==> src/hw/rtl/ibfs_pkg.sv <==
// shared types, constants and code rom for the ir beacon frame serialiser
`timescale 1ns / 1ps

package ibfs_pkg;

    localparam int unsigned APB_AW       = 3;
    localparam int unsigned APB_DW       = 32;
    localparam int unsigned TIMEOUT_W    = 16;
    localparam int unsigned SYMBOL_W     = 6;
    localparam int unsigned CODE_W       = 14;
    localparam int unsigned PHASE_W      = 2;
    localparam int unsigned SLOT_W       = 5;

    localparam logic [TIMEOUT_W-1:0] TIMEOUT_RESET = 16'd60;
    localparam logic [PHASE_W-1:0]   LAST_PHASE    = 2'd2;
    localparam logic [SLOT_W-1:0]    LAST_SLOT     = 5'd19;
    localparam logic [SLOT_W-1:0]    CODE_W_SHIFT  = 5'd14;

    // register index carried in paddr[2]
    localparam logic REG_TIMEOUT_IDX = 1'b0;

    typedef enum logic
    {
        CMD_TICK = 1'b0,
        CMD_SET  = 1'b1
    } ibfs_cmd_t;

    typedef struct packed
    {
        logic valid;
        logic led;
    } ibfs_result_t;

    // symbols beyond the last codeword read as zero
    localparam logic [CODE_W-1:0] CODE_ROM [64] = '{
        14'h0000, 14'h0197, 14'h02B9, 14'h032E, 14'h04E5,
        14'h0572, 14'h065C, 14'h07CB, 14'h0874, 14'h09E3,
        14'h0ACD, 14'h0B5A, 14'h0C91, 14'h0D06, 14'h0E28,
        14'h0FBF, 14'h10E8, 14'h117F, 14'h1251, 14'h13C6,
        14'h140D, 14'h159A, 14'h16B4, 14'h1723, 14'h189C,
        14'h190B, 14'h1A25, 14'h1BB2, 14'h1C79, 14'h1DEE,
        14'h1EC0, 14'h1F57, 14'h2047, 14'h21D0, 14'h22FE,
        14'h2369, 14'h24A2, 14'h2535, 14'h261B, 14'h278C,
        14'h2833, 14'h29A4, 14'h2A8A, 14'h2B1D, 14'h2CD6,
        14'h2D41, 14'h2E6F, 14'h2FF8, 14'h30AF, 14'h3138,
        14'h3216, 14'h3381, 14'h344A, 14'h35DD, 14'h36F3,
        14'h3764, 14'h38DB, 14'h394C, 14'h3A62, 14'h3BF5,
        14'h0000, 14'h0000, 14'h0000, 14'h0000
    };

endpackage

==> src/hw/rtl/ibfs_in_if.sv <==
// input channel: command and symbol with valid/ready
`timescale 1ns / 1ps

interface ibfs_in_if;
    logic                        valid;
    logic                        ready;
    logic                        cmd;
    logic [ibfs_pkg::SYMBOL_W-1:0] symbol;

    modport source (output valid, output cmd, output symbol, input ready);
    modport sink   (input valid, input cmd, input symbol, output ready);
endinterface

==> src/hw/rtl/ibfs_out_if.sv <==
// output channel: led drive with valid/ready
`timescale 1ns / 1ps

interface ibfs_out_if;
    logic valid;
    logic ready;
    logic led;

    modport source (output valid, output led, input ready);
    modport sink   (input valid, input led, output ready);
endinterface

==> src/hw/rtl/ibfs_cfg.sv <==
// apb register block holding the command timeout
`timescale 1ns / 1ps

module ibfs_cfg
(
    input  logic                             clk,
    input  logic                             rst_n,
    input  logic                             psel,
    input  logic                             penable,
    input  logic                             pwrite,
    input  logic [ibfs_pkg::APB_AW-1:0]      paddr,
    input  logic [ibfs_pkg::APB_DW-1:0]      pwdata,
    output logic [ibfs_pkg::APB_DW-1:0]      prdata,
    output logic                             pready,
    output logic [ibfs_pkg::TIMEOUT_W-1:0]   timeout
);
    import ibfs_pkg::*;

    logic [TIMEOUT_W-1:0] timeout_reg;
    logic [TIMEOUT_W-1:0] timeout_next;
    logic                 wr_en;

    assign pready = 1'b1;
    assign wr_en  = psel && penable && pwrite && (paddr[2] == REG_TIMEOUT_IDX);

    always_comb
    begin
        timeout_next = timeout_reg;
        if (wr_en)
        begin
            timeout_next = pwdata[TIMEOUT_W-1:0];
        end
    end

    always_ff @(posedge clk or negedge rst_n)
    begin
        if (!rst_n)
        begin
            timeout_reg <= TIMEOUT_RESET;
        end
        else
        begin
            timeout_reg <= timeout_next;
        end
    end

    // low address bits ignored, words beyond the timeout read as zero
    assign prdata  = (paddr[2] == REG_TIMEOUT_IDX) ?
                     {{(APB_DW-TIMEOUT_W){1'b0}}, timeout_reg} : '0;
    assign timeout = timeout_reg;

endmodule

==> src/hw/rtl/ibfs_engine.sv <==
// frame state: countdown, phase and slot counters, codeword latch and led select
`timescale 1ns / 1ps

module ibfs_engine
(
    input  logic                             clk,
    input  logic                             rst_n,
    input  logic                             accept,
    input  logic                             cmd,
    input  logic [ibfs_pkg::SYMBOL_W-1:0]    symbol,
    input  logic [ibfs_pkg::TIMEOUT_W-1:0]   timeout,
    output ibfs_pkg::ibfs_result_t           result
);
    import ibfs_pkg::*;

    logic [TIMEOUT_W-1:0] countdown_reg;
    logic [TIMEOUT_W-1:0] countdown_next;
    logic [SYMBOL_W-1:0]  symbol_reg;
    logic [SYMBOL_W-1:0]  symbol_next;
    logic [PHASE_W-1:0]   phase_reg;
    logic [PHASE_W-1:0]   phase_next;
    logic [SLOT_W-1:0]    slot_reg;
    logic [SLOT_W-1:0]    slot_next;
    logic [CODE_W-1:0]    code_reg;
    logic [CODE_W-1:0]    code_next;
    logic [SLOT_W-1:0]    shift;
    logic                 data_bit;
    logic                 led;

    always_comb
    begin
        countdown_next = countdown_reg;
        symbol_next    = symbol_reg;
        phase_next     = phase_reg;
        slot_next      = slot_reg;
        code_next      = code_reg;
        if (accept)
        begin
            if (cmd == CMD_SET)
            begin
                symbol_next    = symbol;
                countdown_next = timeout;
            end
            else if (countdown_reg != '0)
            begin
                countdown_next = countdown_reg - 1'b1;
                if (phase_reg < LAST_PHASE)
                begin
                    phase_next = phase_reg + 1'b1;
                end
                else
                begin
                    phase_next = '0;
                    if (slot_reg < LAST_SLOT)
                    begin
                        slot_next = slot_reg + 1'b1;
                    end
                    else
                    begin
                        slot_next = '0;
                        code_next = CODE_ROM[symbol_reg];
                    end
                end
            end
        end
    end

    // data slots send codeword bit 19 - slot, bits above the codeword are zero
    assign shift    = LAST_SLOT - slot_next;
    assign data_bit = (shift < CODE_W_SHIFT) ? code_next[shift[3:0]] : 1'b0;

    always_comb
    begin
        if (countdown_reg == '0)
        begin
            led = 1'b0;
        end
        else if ((slot_next == '0) && (phase_next <= 2'd1))
        begin
            led = 1'b1;
        end
        else if (slot_next <= 5'd1)
        begin
            led = 1'b0;
        end
        else if (phase_next == '0)
        begin
            led = 1'b1;
        end
        else
        begin
            led = data_bit;
        end
    end

    assign result.valid = accept && (cmd == CMD_TICK);
    assign result.led   = led;

    always_ff @(posedge clk or negedge rst_n)
    begin
        if (!rst_n)
        begin
            countdown_reg <= '0;
            symbol_reg    <= '0;
            phase_reg     <= LAST_PHASE;
            slot_reg      <= LAST_SLOT;
            code_reg      <= '0;
        end
        else
        begin
            countdown_reg <= countdown_next;
            symbol_reg    <= symbol_next;
            phase_reg     <= phase_next;
            slot_reg      <= slot_next;
            code_reg      <= code_next;
        end
    end

endmodule

==> src/hw/rtl/ibfs_out_stage.sv <==
// result register between the engine and the output channel
`timescale 1ns / 1ps

module ibfs_out_stage
(
    input  logic                   clk,
    input  logic                   rst_n,
    input  ibfs_pkg::ibfs_result_t result,
    output logic                   in_ready,
    ibfs_out_if.source             out_ch
);
    import ibfs_pkg::*;

    logic valid_reg;
    logic valid_next;
    logic led_reg;
    logic led_next;

    // accept while empty or while the held result leaves this cycle
    assign in_ready = !valid_reg || out_ch.ready;

    always_comb
    begin
        valid_next = valid_reg;
        led_next   = led_reg;
        if (result.valid)
        begin
            valid_next = 1'b1;
            led_next   = result.led;
        end
        else if (out_ch.ready)
        begin
            valid_next = 1'b0;
        end
    end

    always_ff @(posedge clk or negedge rst_n)
    begin
        if (!rst_n)
        begin
            valid_reg <= 1'b0;
        end
        else
        begin
            valid_reg <= valid_next;
        end
    end

    always_ff @(posedge clk)
    begin
        led_reg <= led_next;
    end

    assign out_ch.valid = valid_reg;
    assign out_ch.led   = led_reg;

endmodule

==> src/hw/rtl/ir_beacon_frame_serializer.sv <==
// top level of the ir beacon frame serialiser
//
//  channel   dir  handshake        payload
//  in_ch     in   valid/ready      cmd (1), symbol (6)
//  out_ch    out  valid/ready      led (1)
//  apb       in   psel/penable     command_timeout at byte 0
//
// one item per cycle while the result register is not stalled; a tick gives its led
// in the cycle after the transfer from the result register, a set command gives no result
// reset puts counters at phase 2, slot 19, countdown 0 and timeout 60
// a stalled result holds the register and input ready falls until it leaves
`timescale 1ns / 1ps

module ir_beacon_frame_serializer
(
    input  logic                           clk,
    input  logic                           rst_n,
    input  logic                           psel,
    input  logic                           penable,
    input  logic                           pwrite,
    input  logic [ibfs_pkg::APB_AW-1:0]    paddr,
    input  logic [ibfs_pkg::APB_DW-1:0]    pwdata,
    output logic [ibfs_pkg::APB_DW-1:0]    prdata,
    output logic                           pready,
    ibfs_in_if.sink                        in_ch,
    ibfs_out_if.source                     out_ch
);
    import ibfs_pkg::*;

    logic [TIMEOUT_W-1:0] timeout;
    logic                 ready;
    logic                 accept;
    ibfs_result_t         result;

    assign in_ch.ready = ready;
    assign accept      = in_ch.valid && ready;

    ibfs_cfg u_cfg
    (
        .clk     (clk),
        .rst_n   (rst_n),
        .psel    (psel),
        .penable (penable),
        .pwrite  (pwrite),
        .paddr   (paddr),
        .pwdata  (pwdata),
        .prdata  (prdata),
        .pready  (pready),
        .timeout (timeout)
    );

    ibfs_engine u_engine
    (
        .clk     (clk),
        .rst_n   (rst_n),
        .accept  (accept),
        .cmd     (in_ch.cmd),
        .symbol  (in_ch.symbol),
        .timeout (timeout),
        .result  (result)
    );

    ibfs_out_stage u_out
    (
        .clk      (clk),
        .rst_n    (rst_n),
        .result   (result),
        .in_ready (ready),
        .out_ch   (out_ch)
    );

endmodule

==> src/flat_wrapper.sv <==
// flat-port wrapper written by rule: the top's interface ports become plain ports
module ir_beacon_frame_serializer_flat import ibfs_pkg::*;
  (clk, rst_n, psel, penable, pwrite, paddr, pwdata, prdata, pready, in_ch_valid, in_ch_cmd, in_ch_symbol, in_ch_ready, out_ch_valid, out_ch_led, out_ch_ready);
  ibfs_in_if in_ch_i ();
  ibfs_out_if out_ch_i ();
  input  logic clk;
  input  logic rst_n;
  input  logic psel;
  input  logic penable;
  input  logic pwrite;
  input  logic [ibfs_pkg::APB_AW-1:0] paddr;
  input  logic [ibfs_pkg::APB_DW-1:0] pwdata;
  output logic [ibfs_pkg::APB_DW-1:0] prdata;
  output logic pready;
  input wire logic [$bits(in_ch_i.valid)-1:0] in_ch_valid;
  input wire logic [$bits(in_ch_i.cmd)-1:0] in_ch_cmd;
  input wire logic [$bits(in_ch_i.symbol)-1:0] in_ch_symbol;
  output wire logic [$bits(in_ch_i.ready)-1:0] in_ch_ready;
  output wire logic [$bits(out_ch_i.valid)-1:0] out_ch_valid;
  output wire logic [$bits(out_ch_i.led)-1:0] out_ch_led;
  input wire logic [$bits(out_ch_i.ready)-1:0] out_ch_ready;
  assign in_ch_i.valid = in_ch_valid;
  assign in_ch_i.cmd = in_ch_cmd;
  assign in_ch_i.symbol = in_ch_symbol;
  assign in_ch_ready = in_ch_i.ready;
  assign out_ch_valid = out_ch_i.valid;
  assign out_ch_led = out_ch_i.led;
  assign out_ch_i.ready = out_ch_ready;
  ir_beacon_frame_serializer u_core (.clk(clk), .rst_n(rst_n), .psel(psel), .penable(penable), .pwrite(pwrite), .paddr(paddr), .pwdata(pwdata), .prdata(prdata), .pready(pready), .in_ch(in_ch_i), .out_ch(out_ch_i));
endmodule
==> config.mk <==
export PLATFORM = sky130hd
export DESIGN_NAME = ir_beacon_frame_serializer_flat
export DESIGN_NICKNAME = d
export VERILOG_FILES = /design/src/hw/rtl/ibfs_pkg.sv /design/src/hw/rtl/ibfs_in_if.sv /design/src/hw/rtl/ibfs_out_if.sv /design/src/hw/rtl/ibfs_cfg.sv /design/src/hw/rtl/ibfs_engine.sv /design/src/hw/rtl/ibfs_out_stage.sv /design/src/hw/rtl/ir_beacon_frame_serializer.sv /design/src/flat_wrapper.sv
export SDC_FILE = /design/constraint.sdc
export NUM_CORES = 1
export LEC_CHECK = 0
export ABC_AREA = 1
export BUFFER_PORTS_ARGS = -buffer_cell sky130_fd_sc_hd__clkbuf_2
export CELL_PAD_IN_SITES_DETAIL_PLACEMENT = 1
export CELL_PAD_IN_SITES_GLOBAL_PLACEMENT = 2
export CORE_MARGIN = 1
export CORE_UTILIZATION = 31
export DETAILED_ROUTE_END_ITERATION = 12
export MAX_ROUTING_LAYER = met4
export PLACE_DENSITY = 0.9
export SLEW_MARGIN = 20
export SYNTH_ARGS = -nofsm -noshare
export SYNTH_HDL_FRONTEND = slang
export SYNTH_HIERARCHICAL = 1
export SYNTH_SLANG_ARGS = --single-unit
==> constraint.sdc <==
create_clock -name clk -period 2.9 [get_ports clk]
set_clock_uncertainty 0.2 [all_clocks]
set_input_delay 0.58 -clock clk [delete_from_list [all_inputs] [get_ports clk]]
set_output_delay 0.58 -clock clk [all_outputs]
set_load 0.01 [all_outputs]
==> impl_metrics.toml <==
[status]
status = "finished clean"

[synthesis]
syn_avg_cell_area_um2 = 7.34
synthTopCellsByArea = "dfrtp_1, nand2_1, inv_1"
syn_area_um2 = 4080
yosysSeqAreaShare = 0.378
synth_cells = 555
synth_top_area_frac = 0.319
yosys_warnings = 6
synth_area_leader_cell = "dfrtp_1"
synth_cell_types = 45
ys_ff_latch = 61

[detailed_routing]
routed_wl_um = 10500
firstDrtPassIters = 4
vias = 3640
wl_per_cell_um = 13.4
drc_errors = 0
antenna_violating_nets_post_route = 0
drt_iter0_drc = 98
vias_per_cell = 4.65

[timing]
fmax_mhz = 379
worst_pin_slew_ns = 0.786
timing.final.ws_setup_ns = 0.263
relSlewSlack = 0.476
hold_violations = 0
rsz0062_at_grt = "no"
fin_crit_ns = 2.64
slew_viol_final = 0
period_share = 0.909
setup_viol = 0

[cts]
cts_sinks = 61
ctsHoldBuffers = 0
cts_tree = "built"
clockBufferDepth = 2
cts.clk_slew.worst_paths_ns = 0.05
clkLatencyLatePin_ns = 0.33
clockRootBuffer = "clkbuf_16"
numCtsBuffers = 9
h-tree-depth = 3

[placed_design]
dp.cells = 766
place_area_um2 = 4480
routabilityCongestion = 0.803
hpwlAfterDp_um = 7720
port_buffers = 49
dp_slack_ns = -0.0357

[finish]
design_area_um2 = 4830
layout_commonest_cell = "nand2_1"
mostFrequentLayoutCells = "nand2_1, inv_1, nor2_1, dfrtp_1, clkbuf_2"
diodes = 0
layout.nets = 665
fin_cells = 783
syn2layout_area_growth_pct = 18.4
fillers = 1642
final_util = 0.379
drive_above_1_share = 0.227

[power]
finalPower_w = 0.00403
peakVddDrop_mv = 0.225
internal_power_w = 0.00248
seqPwrFrac = 0.335
swShare = 0.385
comb_power_share = 0.372
powerDensity_nw_per_um2 = 835
leakage_nw = 2.52
pwr-share-clk = 0.293
switching_power_w = 0.00155

[worst_setup_path]
critPathSlowestCell = "dfrtp_1"
crit_chain = "inv_1 > ha_2 > nand2_2 > nor2_4 > nand3_4 > nand2_4 > nor4_4 > inv_1 > nand2_1 > nand3_2 > ha_4 > nand2_1 > inv_1 > a21oi_2 > nand2_1 > nand2_1 > nand2_1 > a21oi_2"
cp.arrival_ns = 2.51
path_class = "flip-flop to flip-flop"
critPathRequiredTime_ns = 2.77
crit_path_end_kind = "flip-flop"
crit_top_cell = "nand2_1"
critPathMaxStageDelay_ns = 0.33
critical_path.top_delay_family = "simple AND/OR/NAND/NOR gates"
cp_max_fo = 7
cp_num_buf_inv = 3
setup.worst_path.start_class = "flip-flop"

[run]
drv_cap = 0

[global_route]
track_usage = 0.179
grt_pass1_wl_um = 18300
grt-ovfl-total = 0
first_global_vias = 3819
grt_start_max_net_pins = 61
antenna_found_initial = 0

[die]
die_x_um = 117
num_rows = 41
die_y_um = 117
die_area_um2 = 13600
start_util = 0.320
fp.coreArea_um2 = 12700
ios = 85

[min_path]
hp-class = "input pin to asynchronous set/reset pin"
==> final timing paths <==
kind                                                  start                               end  slack [ns]  depth (start not counted)
min reg2reg                     u_core/u_engine/code_reg[8]       u_core/u_engine/code_reg[8]        0.27                          2
min                                                   rst_n       u_core/u_engine/code_reg[0]        0.20                          2
max reg2reg                u_core/u_engine/countdown_reg[0]           u_core/u_out/out_ch.led        0.26                         18
max in group asynchronous                             rst_n  u_core/u_engine/countdown_reg[2]        1.76                          2
min in group clk                                  pwdata[4]           u_core/u_cfg/timeout[4]        0.25                          3
max                        u_core/u_engine/countdown_reg[0]           u_core/u_out/out_ch.led        0.26                         18
==> kinds of logic (layout without fill, tap and decap cells) <==
family,count (synthesis),in the layout,share of synthesized area
compound gates,68,68,0.0961
flops,61,61,0.378
simple gates,279,279,0.320
xor+xnor,12,12,0.0258
other cells,2,17,0.00184
fa+ha+maj,10,10,0.0307
buf+inv,123,164,0.148
==> per-stage QoR <==
step | hold WS [ns] | setup TNS (ns)
final | 0.200 | 0
after floorplan | 0.0844 | 0
after detailed placement | 0.261 | -0.0357
after global routing | 0.280 | 0
after CTS | 0.245 | 0
after global placement | 0.259 | 0
==> synthesized netlist by cell type (all sizes together) <==
| master | n |
|---|---|
| clkinv | 1 |
| nand4 | 14 |
| nor4 | 2 |
| nor2 | 65 |
| nor3 | 2 |
| o211ai | 4 |
| o22ai | 3 |
| and2 | 1 |
| a31oi | 3 |
| nand3 | 43 |
| conb | 2 |
| dfstp | 8 |
| xor2 | 8 |
| ha | 10 |
| o21bai | 1 |
| a21oi | 13 |
| edfxtp | 1 |
| dfrtp | 52 |
| buf | 32 |
| nand2 | 151 |
| o21a | 1 |
| o31ai | 1 |
| xnor2 | 4 |
| clkbuf | 5 |
| o221ai | 2 |
| o21ai | 40 |
| inv | 85 |
| nand3b | 1 |
==> worst register-to-register path, cell delays in order (launching register included) <==
cell and delay [ns]:
dfrtp_1 0.33, inv_1 0.07, ha_2 0.21, nand2_2 0.11, nor2_4 0.06, nand3_4 0.11, nand2_4 0.08, nor4_4 0.28
inv_1 0.07, nand2_1 0.08, nand3_2 0.09, ha_4 0.28, nand2_1 0.04, inv_1 0.06, a21oi_2 0.04, nand2_1 0.08
nand2_1 0.05, nand2_1 0.07, a21oi_2 0.06
==> power by group through the flow <==
stage                     clock, W  sequential [W]  combinational (W)
after floorplan                  0         0.00127            0.00120
after global placement           0         0.00134            0.00142
after detailed placement         0         0.00136            0.00148
after CTS                  0.00121         0.00135            0.00150
after global routing       0.00124         0.00139            0.00172
final                      0.00118         0.00135            0.00150
==> metal layers <==
| layer | track usage | vias up | part of all wire |
|---|---|---|---|
| met3 | 0.0223 | 13 | 0.023 |
| li1 | - | 1822 | - |
| met2 | 0.315 | 59 | 0.52 |
| met5 | - | - | 0 |
| met4 | 0.0717 | 0 | 0.017 |
| met1 | 0.206 | 1746 | 0.45 |
==> timing repair <==
item | in CTS | in global routing
buffers inserted | 0 | 1
gates resized for setup | 0 | 3
setup endpoints to repair | 0 | 1
==> cell type report <==
| cell class | instances | area, um^2 | share of cell area |
|---|---|---|---|
| clock buffers | 12 | 256 | 0.0532 |
| clock inverters | 4 | 70.1 | 0.0145 |
| inverters | 86 | 337 | 0.0697 |
| multi-input cells | 386 | 2050 | 0.425 |
| flip-flops and latches | 61 | 1540 | 0.319 |
| well taps | 172 | 215 | 0.0446 |
| repair buffers | 62 | 355 | 0.0736 |
(Power assumes the default switching activity.)
